File: config.mk
export PLATFORM = sky130hd
export DESIGN_NAME = aml_s5_sleep_type_extractor_unit
export DESIGN_NICKNAME = d
export VERILOG_FILES = /design/src/sv/s5ste_pkg.sv /design/src/sv/aml_s5_sleep_type_extractor_unit.sv
export SDC_FILE = /design/constraint.sdc
export NUM_CORES = 1
export LEC_CHECK = 0
export BUFFER_PORTS_ARGS = -buffer_cell sky130_fd_sc_hd__buf_2
export CORE_AREA = 2 2 139 141
export DETAILED_ROUTE_END_ITERATION = 8
export DIE_AREA = 0 0 141 143
export GPL_TIMING_DRIVEN = 0
export MAX_ROUTING_LAYER = met4
export PLACE_DENSITY = 0.52
export SYNTH_ARGS = -nofsm -noshare
export SYNTH_HDL_FRONTEND = slang
export SYNTH_SLANG_ARGS = --single-unit
export TNS_END_PERCENT = 100
File: constraint.sdc
create_clock -name clk -period 3.3 [get_ports clk]
set_input_delay 0.33 -clock clk [delete_from_list [all_inputs] [get_ports clk]]
set_output_delay 0.33 -clock clk [all_outputs]
set_load 0.02 [all_outputs]
File: src/sv/s5ste_pkg.sv
package s5ste_pkg;

    // Defaults
    localparam int POSITION_BITS_DEF = 32;

    // Field widths
    localparam int BYTE_W   = 8;
    localparam int STATUS_W = 3;
    localparam int WORD_W   = 16;
    localparam int WIN_W    = 48;
    localparam int OUT_W    = 40;

    // Parse phases
    localparam logic [2:0] PH_SEARCH = 3'd0;
    localparam logic [2:0] PH_PKGOP  = 3'd1;
    localparam logic [2:0] PH_LEAD   = 3'd2;
    localparam logic [2:0] PH_SKIP   = 3'd3;
    localparam logic [2:0] PH_TYPA   = 3'd4;
    localparam logic [2:0] PH_TYPB   = 3'd5;
    localparam logic [2:0] PH_DONE   = 3'd6;

    // Status codes
    localparam logic [STATUS_W-1:0] ST_OK        = 3'd0;
    localparam logic [STATUS_W-1:0] ST_NOT_FOUND = 3'd1;
    localparam logic [STATUS_W-1:0] ST_NO_PKG    = 3'd2;
    localparam logic [STATUS_W-1:0] ST_NO_NAME   = 3'd3;
    localparam logic [STATUS_W-1:0] ST_TRUNC     = 3'd4;

    // AML constants
    localparam logic [31:0] NAME_S5        = 32'h5F53355F;
    localparam logic [7:0]  OP_PACKAGE     = 8'h12;
    localparam logic [7:0]  OP_NAME        = 8'h08;
    localparam logic [7:0]  OP_BYTE_PREFIX = 8'h0A;
    localparam logic [7:0]  BACKSLASH      = 8'h5C;
    localparam int          SLP_SHIFT      = 10;

    typedef struct packed {
        logic [STATUS_W-1:0] status;
        logic [WORD_W-1:0]   word_a;
        logic [WORD_W-1:0]   word_b;
    } result_t;

    function automatic logic [WORD_W-1:0] shift_word(input logic [BYTE_W-1:0] v);
        logic [WORD_W-1:0] w;
        begin
            w = {{(WORD_W-BYTE_W){1'b0}}, v};
            return w << SLP_SHIFT;
        end
    endfunction

endpackage

File: src/sv/aml_s5_sleep_type_extractor_unit.sv
// Channel  | Role        | Payload
// ---------+-------------+------------------------------------------------
// s_axis   | body bytes  | tdata[7:0] data_byte, tlast last_byte
// m_axis   | one result  | tdata[2:0] status, [18:3] sleep_word_a,
//          | per body    |   [34:19] sleep_word_b, [39:35] zero
//
// Each byte request enters an input register and is parsed by one pass of compare and
// phase logic; one byte per cycle is sustained while no last byte waits. The output
// register takes the result when the last byte request leaves the input register, so a
// result then sits in the output register. Reset (rst_n low, asynchronous) clears the
// parse state and both valid flags. Only a last byte waits on a full output register;
// other bytes keep flowing while a result is held.
module aml_s5_sleep_type_extractor_unit
    import s5ste_pkg::*;
#(
    parameter int POSITION_BITS = POSITION_BITS_DEF
)(
    input  logic             clk,
    input  logic             rst_n,
    input  logic             s_tvalid,
    output logic             s_tready,
    input  logic [7:0]       s_tdata,   // [7:0] data_byte
    input  logic             s_tlast,   // last_byte
    output logic             m_tvalid,
    input  logic             m_tready,
    output logic [OUT_W-1:0] m_tdata    // [2:0] status, [18:3] sleep_word_a,
                                        // [34:19] sleep_word_b, rest zero
);

    // Input register
    logic              in_valid_reg;
    logic [BYTE_W-1:0] in_byte_reg;
    logic              in_last_reg;

    // Parse state
    logic [WIN_W-1:0]         win_reg,   win_next;
    logic [POSITION_BITS-1:0] pos_reg,   pos_next;
    logic [2:0]               phase_reg, phase_next;
    logic [1:0]               skip_reg,  skip_next;
    logic [WORD_W-1:0]        word_a_reg, word_a_next;
    logic [STATUS_W-1:0]      outcome_reg, outcome_next;

    // Output register
    logic    out_valid_reg, out_valid_next;
    result_t out_reg, result;

    logic              advance;
    logic [BYTE_W-1:0] b;
    logic [WIN_W-1:0]  win_shift;
    logic              name_ok;

    // Hold a last byte only while a result still waits downstream.
    assign advance  = in_valid_reg && (!in_last_reg || !out_valid_reg || m_tready);
    assign s_tready = !in_valid_reg || advance;

    assign b         = in_byte_reg;
    assign win_shift = {win_reg[WIN_W-BYTE_W-1:0], b};
    assign name_ok   = (win_shift[39:32] == OP_NAME) ||
                       (pos_reg >= POSITION_BITS'(5) && win_shift[47:40] == OP_NAME &&
                        win_shift[39:32] == BACKSLASH);

    always_comb
    begin
        win_next     = (phase_reg == PH_DONE) ? win_reg : win_shift;
        pos_next     = (pos_reg != '1) ? pos_reg + POSITION_BITS'(1) : pos_reg;
        phase_next   = phase_reg;
        skip_next    = skip_reg;
        word_a_next  = word_a_reg;
        outcome_next = outcome_reg;

        unique case (phase_reg)
            PH_SEARCH:
            begin
                if (pos_reg >= POSITION_BITS'(3) && win_shift[31:0] == NAME_S5)
                begin
                    if (pos_reg == POSITION_BITS'(3))
                    begin
                        // match at body offset 0 is rejected
                        outcome_next = ST_NOT_FOUND;
                        phase_next   = PH_DONE;
                    end
                    else
                    begin
                        outcome_next = name_ok ? ST_OK : ST_NO_NAME;
                        phase_next   = PH_PKGOP;
                    end
                end
            end
            PH_PKGOP:
            begin
                if (b != OP_PACKAGE)
                begin
                    outcome_next = ST_NO_PKG;
                    phase_next   = PH_DONE;
                end
                else if (outcome_reg != ST_OK)
                    phase_next = PH_DONE;
                else
                    phase_next = PH_LEAD;
            end
            PH_LEAD:
            begin
                skip_next  = b[7:6];
                phase_next = PH_SKIP;
            end
            PH_SKIP:
            begin
                if (skip_reg == 2'd0)
                    phase_next = PH_TYPA;
                else
                    skip_next = skip_reg - 2'd1;
            end
            PH_TYPA:
            begin
                if (skip_reg == 2'd0 && b == OP_BYTE_PREFIX)
                    skip_next = 2'd1;
                else
                begin
                    word_a_next = shift_word(b);
                    skip_next   = 2'd0;
                    phase_next  = PH_TYPB;
                end
            end
            PH_TYPB:
            begin
                if (skip_reg == 2'd0 && b == OP_BYTE_PREFIX)
                    skip_next = 2'd1;
                else
                begin
                    skip_next    = 2'd0;
                    outcome_next = ST_OK;
                    phase_next   = PH_DONE;
                end
            end
            default:
            begin
            end
        endcase

        // Result for a body ending on this byte
        result.status = ST_TRUNC;
        result.word_a = '0;
        result.word_b = '0;
        if (phase_next == PH_SEARCH)
            result.status = ST_NOT_FOUND;
        else if (phase_next == PH_DONE)
        begin
            result.status = outcome_next;
            if (outcome_next == ST_OK)
            begin
                result.word_a = word_a_next;
                result.word_b = shift_word(win_next[BYTE_W-1:0]);
            end
        end

        // Drop the parse state once a body is closed
        if (in_last_reg)
        begin
            win_next     = '0;
            pos_next     = '0;
            phase_next   = PH_SEARCH;
            skip_next    = 2'd0;
            word_a_next  = '0;
            outcome_next = ST_NOT_FOUND;
        end

        if (advance && in_last_reg)
            out_valid_next = 1'b1;
        else if (m_tready)
            out_valid_next = 1'b0;
        else
            out_valid_next = out_valid_reg;
    end

    always_ff @(posedge clk or negedge rst_n)
    begin
        if (!rst_n)
        begin
            in_valid_reg  <= 1'b0;
            out_valid_reg <= 1'b0;
            win_reg       <= '0;
            pos_reg       <= '0;
            phase_reg     <= PH_SEARCH;
            skip_reg      <= 2'd0;
            word_a_reg    <= '0;
            outcome_reg   <= ST_NOT_FOUND;
        end
        else
        begin
            if (s_tready)
                in_valid_reg <= s_tvalid;
            out_valid_reg <= out_valid_next;
            if (advance)
            begin
                win_reg     <= win_next;
                pos_reg     <= pos_next;
                phase_reg   <= phase_next;
                skip_reg    <= skip_next;
                word_a_reg  <= word_a_next;
                outcome_reg <= outcome_next;
            end
        end
    end

    // Payload registers
    always_ff @(posedge clk)
    begin
        if (s_tready && s_tvalid)
        begin
            in_byte_reg <= s_tdata;
            in_last_reg <= s_tlast;
        end
        if (advance && in_last_reg)
            out_reg <= result;
    end

    assign m_tvalid = out_valid_reg;
    assign m_tdata  = {{(OUT_W-STATUS_W-2*WORD_W){1'b0}},
                       out_reg.word_b, out_reg.word_a, out_reg.status};

    // A closed body always lands in the output register.
    a_last_gives_result: assert property (@(posedge clk) disable iff (!rst_n)
        advance && in_last_reg |=> out_valid_reg)
        else $error("last byte did not produce a result");

    // Parse state restarts after each body.
    a_state_restart: assert property (@(posedge clk) disable iff (!rst_n)
        advance && in_last_reg |=> phase_reg == PH_SEARCH && pos_reg == '0)
        else $error("parse state not cleared after body end");

    // Sleep words are zero unless the status is ok.
    a_words_zero: assert property (@(posedge clk) disable iff (!rst_n)
        out_valid_reg && out_reg.status != ST_OK |->
            out_reg.word_a == '0 && out_reg.word_b == '0)
        else $error("nonzero sleep word on failed parse");

    // No last byte is consumed while a result is still blocked.
    a_no_overwrite: assert property (@(posedge clk) disable iff (!rst_n)
        out_valid_reg && !m_tready |-> !(advance && in_last_reg))
        else $error("pending result overwritten");

endmodule

==> results.md, run 1 <==
- Initial drt markers: 346
- CP top delay family: simple AND/OR/NAND/NOR gates
- Fin worst setup slack: 236 ps
- Run status: finished clean
- Number of synthesized flops with an enable pin: 34
- Register area share after synthesis: 53.7%
- Post-route cell area: 7660 sq um
- IO buf count: 39
- RSZ-0062 raised after global routing: false
- I/O pin count: 55
- Min Tclk post-route: 3060 ps
- Pwr/cell area: 552 nW/um^2
- Fin crit share: 92.8%
- # rows: 50
- Max H-tree Level: 4
- ANT nets after route: 0
- CP startpoint kind: flop
- CP endpoint kind: flop
- Clk pin slew, worst setup/hold paths: 60 ps
- Worst slew pin tran: 956 ps
- Number of global-route vias before repair: 4772
- Worst IR drop on VDD: 298 uV
- Worst slack, placed: -58.2 ps
- Main combinational cell family by area after synthesis: simple AND/OR/NAND/NOR gates
- Total CTS buffers: 17
- Final WL: 15900 um
- Placed inst area: 7040 sq um
- Critical path's largest stage delay: 680 ps
- FFs w/ async S/R, synth: 74.2%
- Slew HR: 35.6%
- Crit path kind: flop to flop
- Commonest non-fill, non-tap cells in the layout: 97 x dfrtp_1, 48 x a22o_1, 44 x buf_2, 41 x nor2_1, 40 x nor4_1
- Max-slew violation count: 0
- Xor and xnor fraction of the mapped netlist area: 3.12%
- Final setup vio count: 0
- Clk buf depth: 2
- CP Max Fanout: 34
- Simple-Gate Fraction of Synth Area: 21.0%
- Reg area: 3470 sq um
- Mapped Area: 6460 sq um
- DP HPWL: 10900 um
- Largest net degree at the start of global routing: 67
- CTS root buffer: clkbuf_16
- Crit-path cells: and3b_1 -> nor2_1 -> nand2_1 -> clkinv_1 -> clkbuf_4
- Fillers: 1791
- Clk_lat worst skew: 430 ps
- CP required: 3360 ps
- Die height: 143 um
- CTS tree: yes
- Post-synthesis compound-gate area fraction: 14.6%
- GPL Wtd Cong: 0.876
- Antenna violations before repair: 0
- Initial Util: 34.8%
- Drt drc: 0
- Area grow syn2layout: 18.5%
- Layout cells sized above 1: 16.3%
- Final setup skew: 10.2 ps
- Total grt overflow: 0
- CP Buf/Inv Count: 2
- Synth Register Bits: 132
- CP arrival: 3130 ps
- Vias per cell: 5.44
- Slowest stage cell on the critical path: nor2_1
- Die ar.: 20200 sq um
- DR WL/cell: 17.4 um
- Netlist cell types: 73
- Synth warn: 0
- Non-Filler Instances: 913
- Max cap viols: 0
- Mux cell area share after synthesis: 1.26%
- Placed Cells: 880
- Footprint of the multi-input gates: 2690 sq um
- Nets@finish: 683
- Largest register FFs: 40
- N_diodes: 0
- Synth Area in Adders: 0.774%
- Die W: 141 um
- Hold Path Class: input pin to flop
- Syn_area_per_cell: 10.9 sq um
- Via count: 4966
- 1st-pass router iterations: 5
- Utilization after layout: 41.2%
- Syn Inst Count: 592
- Core ar.: 18600 sq um
- First-pass GRT wire length: 25900 um
- Total GRT Usage: 17.0%
- Leak Pwr: 3.17 nW
- Clk sinks: 132
- Most common cell after layout, fill and taps aside: dfrtp_1
- Most frequently used flop master after synthesis: dfrtp_1
- Endpoints failing hold: 0
- Fmax: 0.326 GHz
[stage by stage]
| step | power, mW | hold slack, ps | setup TNS (ps) |
|---|---|---|---|
| finish | 4.23 | 82.5 | 0 |
| global route | 4.40 | 60.8 | 0 |
| CTS | 4.27 | 66.5 | 0 |
| detailed placement | 2.27 | 329 | -1380 |
| global placement | 2.26 | 461 | -24160 |
| floorplan | 2.12 | 34.4 | 0 |
[cell type report]
type	count	share of cell area [%]
buffer	48	3.43
clock buffer	18	5.60
clock inverter	14	2.40
inverter	25	1.22
multi-input combinational	401	35.1
sequential	132	45.3
tap	234	3.82
timing repair buffer	41	3.07
[routing by layer]
metal  vias up  part of all wire (%)  track usage (%)
li1       2336                     -                -
met1      2461                    48             22.6
met2       145                    46             25.7
met3        24                   4.2             4.33
met4         0                   1.5             5.26
met5         -                     0                -
[synthesized netlist by cell type (6+ instances only)]
cell type  instances  area share, %
inv_1             24            1.4
nand3_1           18            1.4
nand2b_1           6           0.58
dfrtp_1           97             38
nor2_1            41            2.4
and2_1            17            1.6
nand4_1           13            1.3
xnor2_1           23            3.1
mux2i_1            7            1.1
or3_1              6           0.58
buf_2              6           0.46
nand2_1           35            2.0
a21oi_1           10           0.77
o21ai_0           12           0.93
clkbuf_1          23            1.3
a22o_1            48            6.5
edfxtp_1          34             16
and4_1             6           0.81
nor4_1            40            3.9
nor2b_1            8           0.77
nor3_1            13            1.0
buf_4             17            2.0
[worst register-to-register path, delay by kind of cell, from the launching register on]
family	cells	cell delay, ps
flops	1	500
simple gates	3	1360
buf+inv	2	830
[path summary, 6_finish.rpt]
check | startpoint | end | slack, ps | cells after the start
max reg2reg | in_last_reg | m_tdata[31] | 240 | 5
min | s_tdata[4] | b[4] | 80 | 1
max | in_last_reg | m_tdata[31] | 240 | 5
min in group asynchronous | rst_n | pos_reg[20] | 410 | 2
min reg2reg | word_a_reg[15] | word_a_reg[15] | 470 | 2
max in group asynchronous | rst_n | outcome_reg[0] | 2160 | 3
[kinds of logic after synthesis]
logic type	count (synthesis)
other	1
XOR/XNOR	23
flip-flops	132
AO/OA/AOI/OAI	118
AND/OR/NAND/NOR	233
multiplexers	8
adder cells (fa/ha/maj)	4
buffers and inverters	73
[power breakdown]
part	switching (mW)	internal, mW	total (mW)
Sequential	0.0828	1.76	1.85
Combinational	0.254	0.147	0.402
Clock	0.726	1.26	1.98
[timing repair]
item,4_1_cts,5_1_grt
gates resized for setup,1,0
buffers inserted,0,0
hold buffers,1,0
setup endpoints to repair,25,0
hold endpoints to repair,32,0
Power figures use the tool's default switching activity.
==> run 2, diff against run 1 <==
--- a/config.mk
+++ b/config.mk
@@ -7,6 +7,7 @@
 export LEC_CHECK = 0
 export BUFFER_PORTS_ARGS = -buffer_cell sky130_fd_sc_hd__buf_2
 export CORE_AREA = 2 2 139 141
+export CTS_BUF_LIST = sky130_fd_sc_hd__clkbuf_2 sky130_fd_sc_hd__clkbuf_4 sky130_fd_sc_hd__clkbuf_8
 export DETAILED_ROUTE_END_ITERATION = 8
 export DIE_AREA = 0 0 141 143
 export GPL_TIMING_DRIVEN = 0
==> run 2 against run 1 <==
Net effect:
- worst setup slack gained 9.6 ps
- maximum frequency is 0.31% higher
- die area stayed put
- clock-buffer cell count unchanged
- hold slack got worse by 20 ps
- routed wire length is 1.1% lower
- critical path type unchanged
- critical endpoint is now m_tdata[9]
==> results.md, run 2 (same netlist as run 1, synthesis figures left out) <==
- Endpoints failing hold: 0 (unchanged)
- DP HPWL: 10900 um (unchanged)
- Overall power: 3.72 mW (-12%)
- Fmax: 0.327 GHz (+0.31%)
- N_diodes: 0 (unchanged)
- Via count: 4938 (-0.56%)
- Largest register FFs: 40 (unchanged)
- Commonest non-fill, non-tap cells in the layout: 97 x dfrtp_1, 48 x a22o_1, 44 x buf_2, 41 x nor2_1, 40 x nor4_1
- Final setup skew: 12.8 ps (+2.59 ps)
- Min Tclk post-route: 3050 ps (-9.57 ps)
- Most common cell after layout, fill and taps aside: dfrtp_1
- CP startpoint kind: flop
- First-pass GRT wire length: 25700 um (-0.77%)
- Max-slew violation count: 0 (unchanged)
- Placed Cells: 880 (unchanged)
- Vias per cell: 5.41 (-0.56%)
- Max cap viols: 0 (unchanged)
- Number of global-route vias before repair: 4730 (-0.88%)
- Slew HR: 35.3% (-0.21 points)
- Hold_sp: s_tdata[4]
- RSZ-0062 raised after global routing: false
- CP endpoint kind: flop
- Hold Path Class: input pin to flop
- 1st-pass router iterations: 5 (unchanged)
- Core ar.: 18600 sq um (unchanged)
- Largest net degree at the start of global routing: 67 (unchanged)
- Die height: 143 um (unchanged)
- Worst IR drop on VDD: 211 uV (-29%)
- Initial drt markers: 299 (-14%)
- Initial Util: 34.8% (unchanged)
- CTS tree: yes
- Critical Path Source: in_last_reg
- Total CTS buffers: 17 (unchanged)
- Final WL: 15700 um (-1.1%)
- # rows: 50 (unchanged)
- CP arrival: 3130 ps (about the same)
- Area grow syn2layout: 15.6%
- Drt drc: 0 (unchanged)
- Clk pin slew, worst setup/hold paths: 80 ps (+20 ps)
- Die W: 141 um (unchanged)
- Pwr/cell area: 497 nW/um^2 (-9.9%)
- Crit path kind: flop to flop
- Nets@finish: 683 (unchanged)
- Max H-tree Level: 4 (unchanged)
- Non-Filler Instances: 913 (unchanged)
- Worst slew pin tran: 959 ps (+3.19 ps)
- Final setup vio count: 0 (unchanged)
- Leak Pwr: 3.08 nW (-2.6%)
- DR WL/cell: 17.2 um (-1.1%)
- Worst reg2reg startpoint: in_last_reg
- Die ar.: 20200 sq um (unchanged)
- CTS root buffer: clkbuf_8
- Run status: finished clean
- Clk_lat worst skew: 440 ps (about the same)
- IO buf count: 39 (unchanged)
- Antenna violations before repair: 0 (unchanged)
- CP Max Fanout: 34 (unchanged)
- Clk sinks: 132 (unchanged)
- GPL Wtd Cong: 0.876 (unchanged)
- ANT nets after route: 0 (unchanged)
- Fin crit share: 92.5% (-0.29 points)
- Total GRT Usage: 16.8% (-0.20 points)
- I/O pin count: 55 (unchanged)
- Clk buf depth: 2 (unchanged)
- CP required: 3380 ps (+20 ps)
- Layout cells sized above 1: 16.5% (+0.15 points)
- Total grt overflow: 0 (unchanged)
[run 2: worst paths after layout]
kind	to	slack (ps)	cells past startpoint
worst min-delay path	b[4]	60	1
worst min register to register	word_a_reg[15]	480	2
worst max register to register	m_tdata[9]	250	5
max in group asynchronous	outcome_reg[0]	2180	3
worst max-delay path	m_tdata[9]	250	5
min in group asynchronous	pos_reg[20]	390	2
[run 2: worst max-delay path: stages, from the launching register on]
cell	delay (ps)
edfxtp_1	510
and3b_1	260
nor2_1	660
nand2_1	410
clkinv_1	310
clkbuf_4	500
[run 2: cell type report]
| class | count | area, sq um |
|---|---|---|
| repair buffers | 41 | 235 |
| clock inverters | 14 | 184 |
| clock buffers | 18 | 241 |
| plain buffers | 48 | 263 |
| fillers | 1818 | 11100 |
| flip-flops and latches | 132 | 3470 |
| well taps | 234 | 293 |
| multi-input cells | 401 | 2690 |
| inverters | 25 | 93.8 |
[run 2: timing repair]
action / CTS / global route
setup buffers: 0 / 0
endpoints found under the setup margin: 25 / 0
hold endpoints to repair: 32 / 0
gates resized for setup: 1 / 0
hold buffers: 1 / 0
[run 2: per-stage QoR]
stage	utilization (%)	cell area (sq um)	hold slack, ps	setup WS [ps]	setup TNS [ps]
after floorplan	-	6520	34.4	651	0
after global placement	37.7	7010	461	-745	-24160
after detailed placement	37.9	7040	329	-58.2	-1380
after CTS	40.2	7470	20.6	163	0
after global routing	40.2	7470	23.3	14.4	0
final	40.2	7470	62.1	246	0
[run 2: metal layers]
layer	GRT usage (%)	vias up	wire length, um
met5	-	-	0
met4	4.58	0	228
met3	4.33	16	721
met2	25.4	133	7200
met1	22.5	2451	7520
li1	-	2338	-
[run 2: power by group]
part	total (mW)	internal, mW	switching [mW]	leakage [nW]
combinational	0.400	0.147	0.253	1.19
clock	1.48	0.828	0.649	0.213
sequential	1.84	1.76	0.0821	1.68
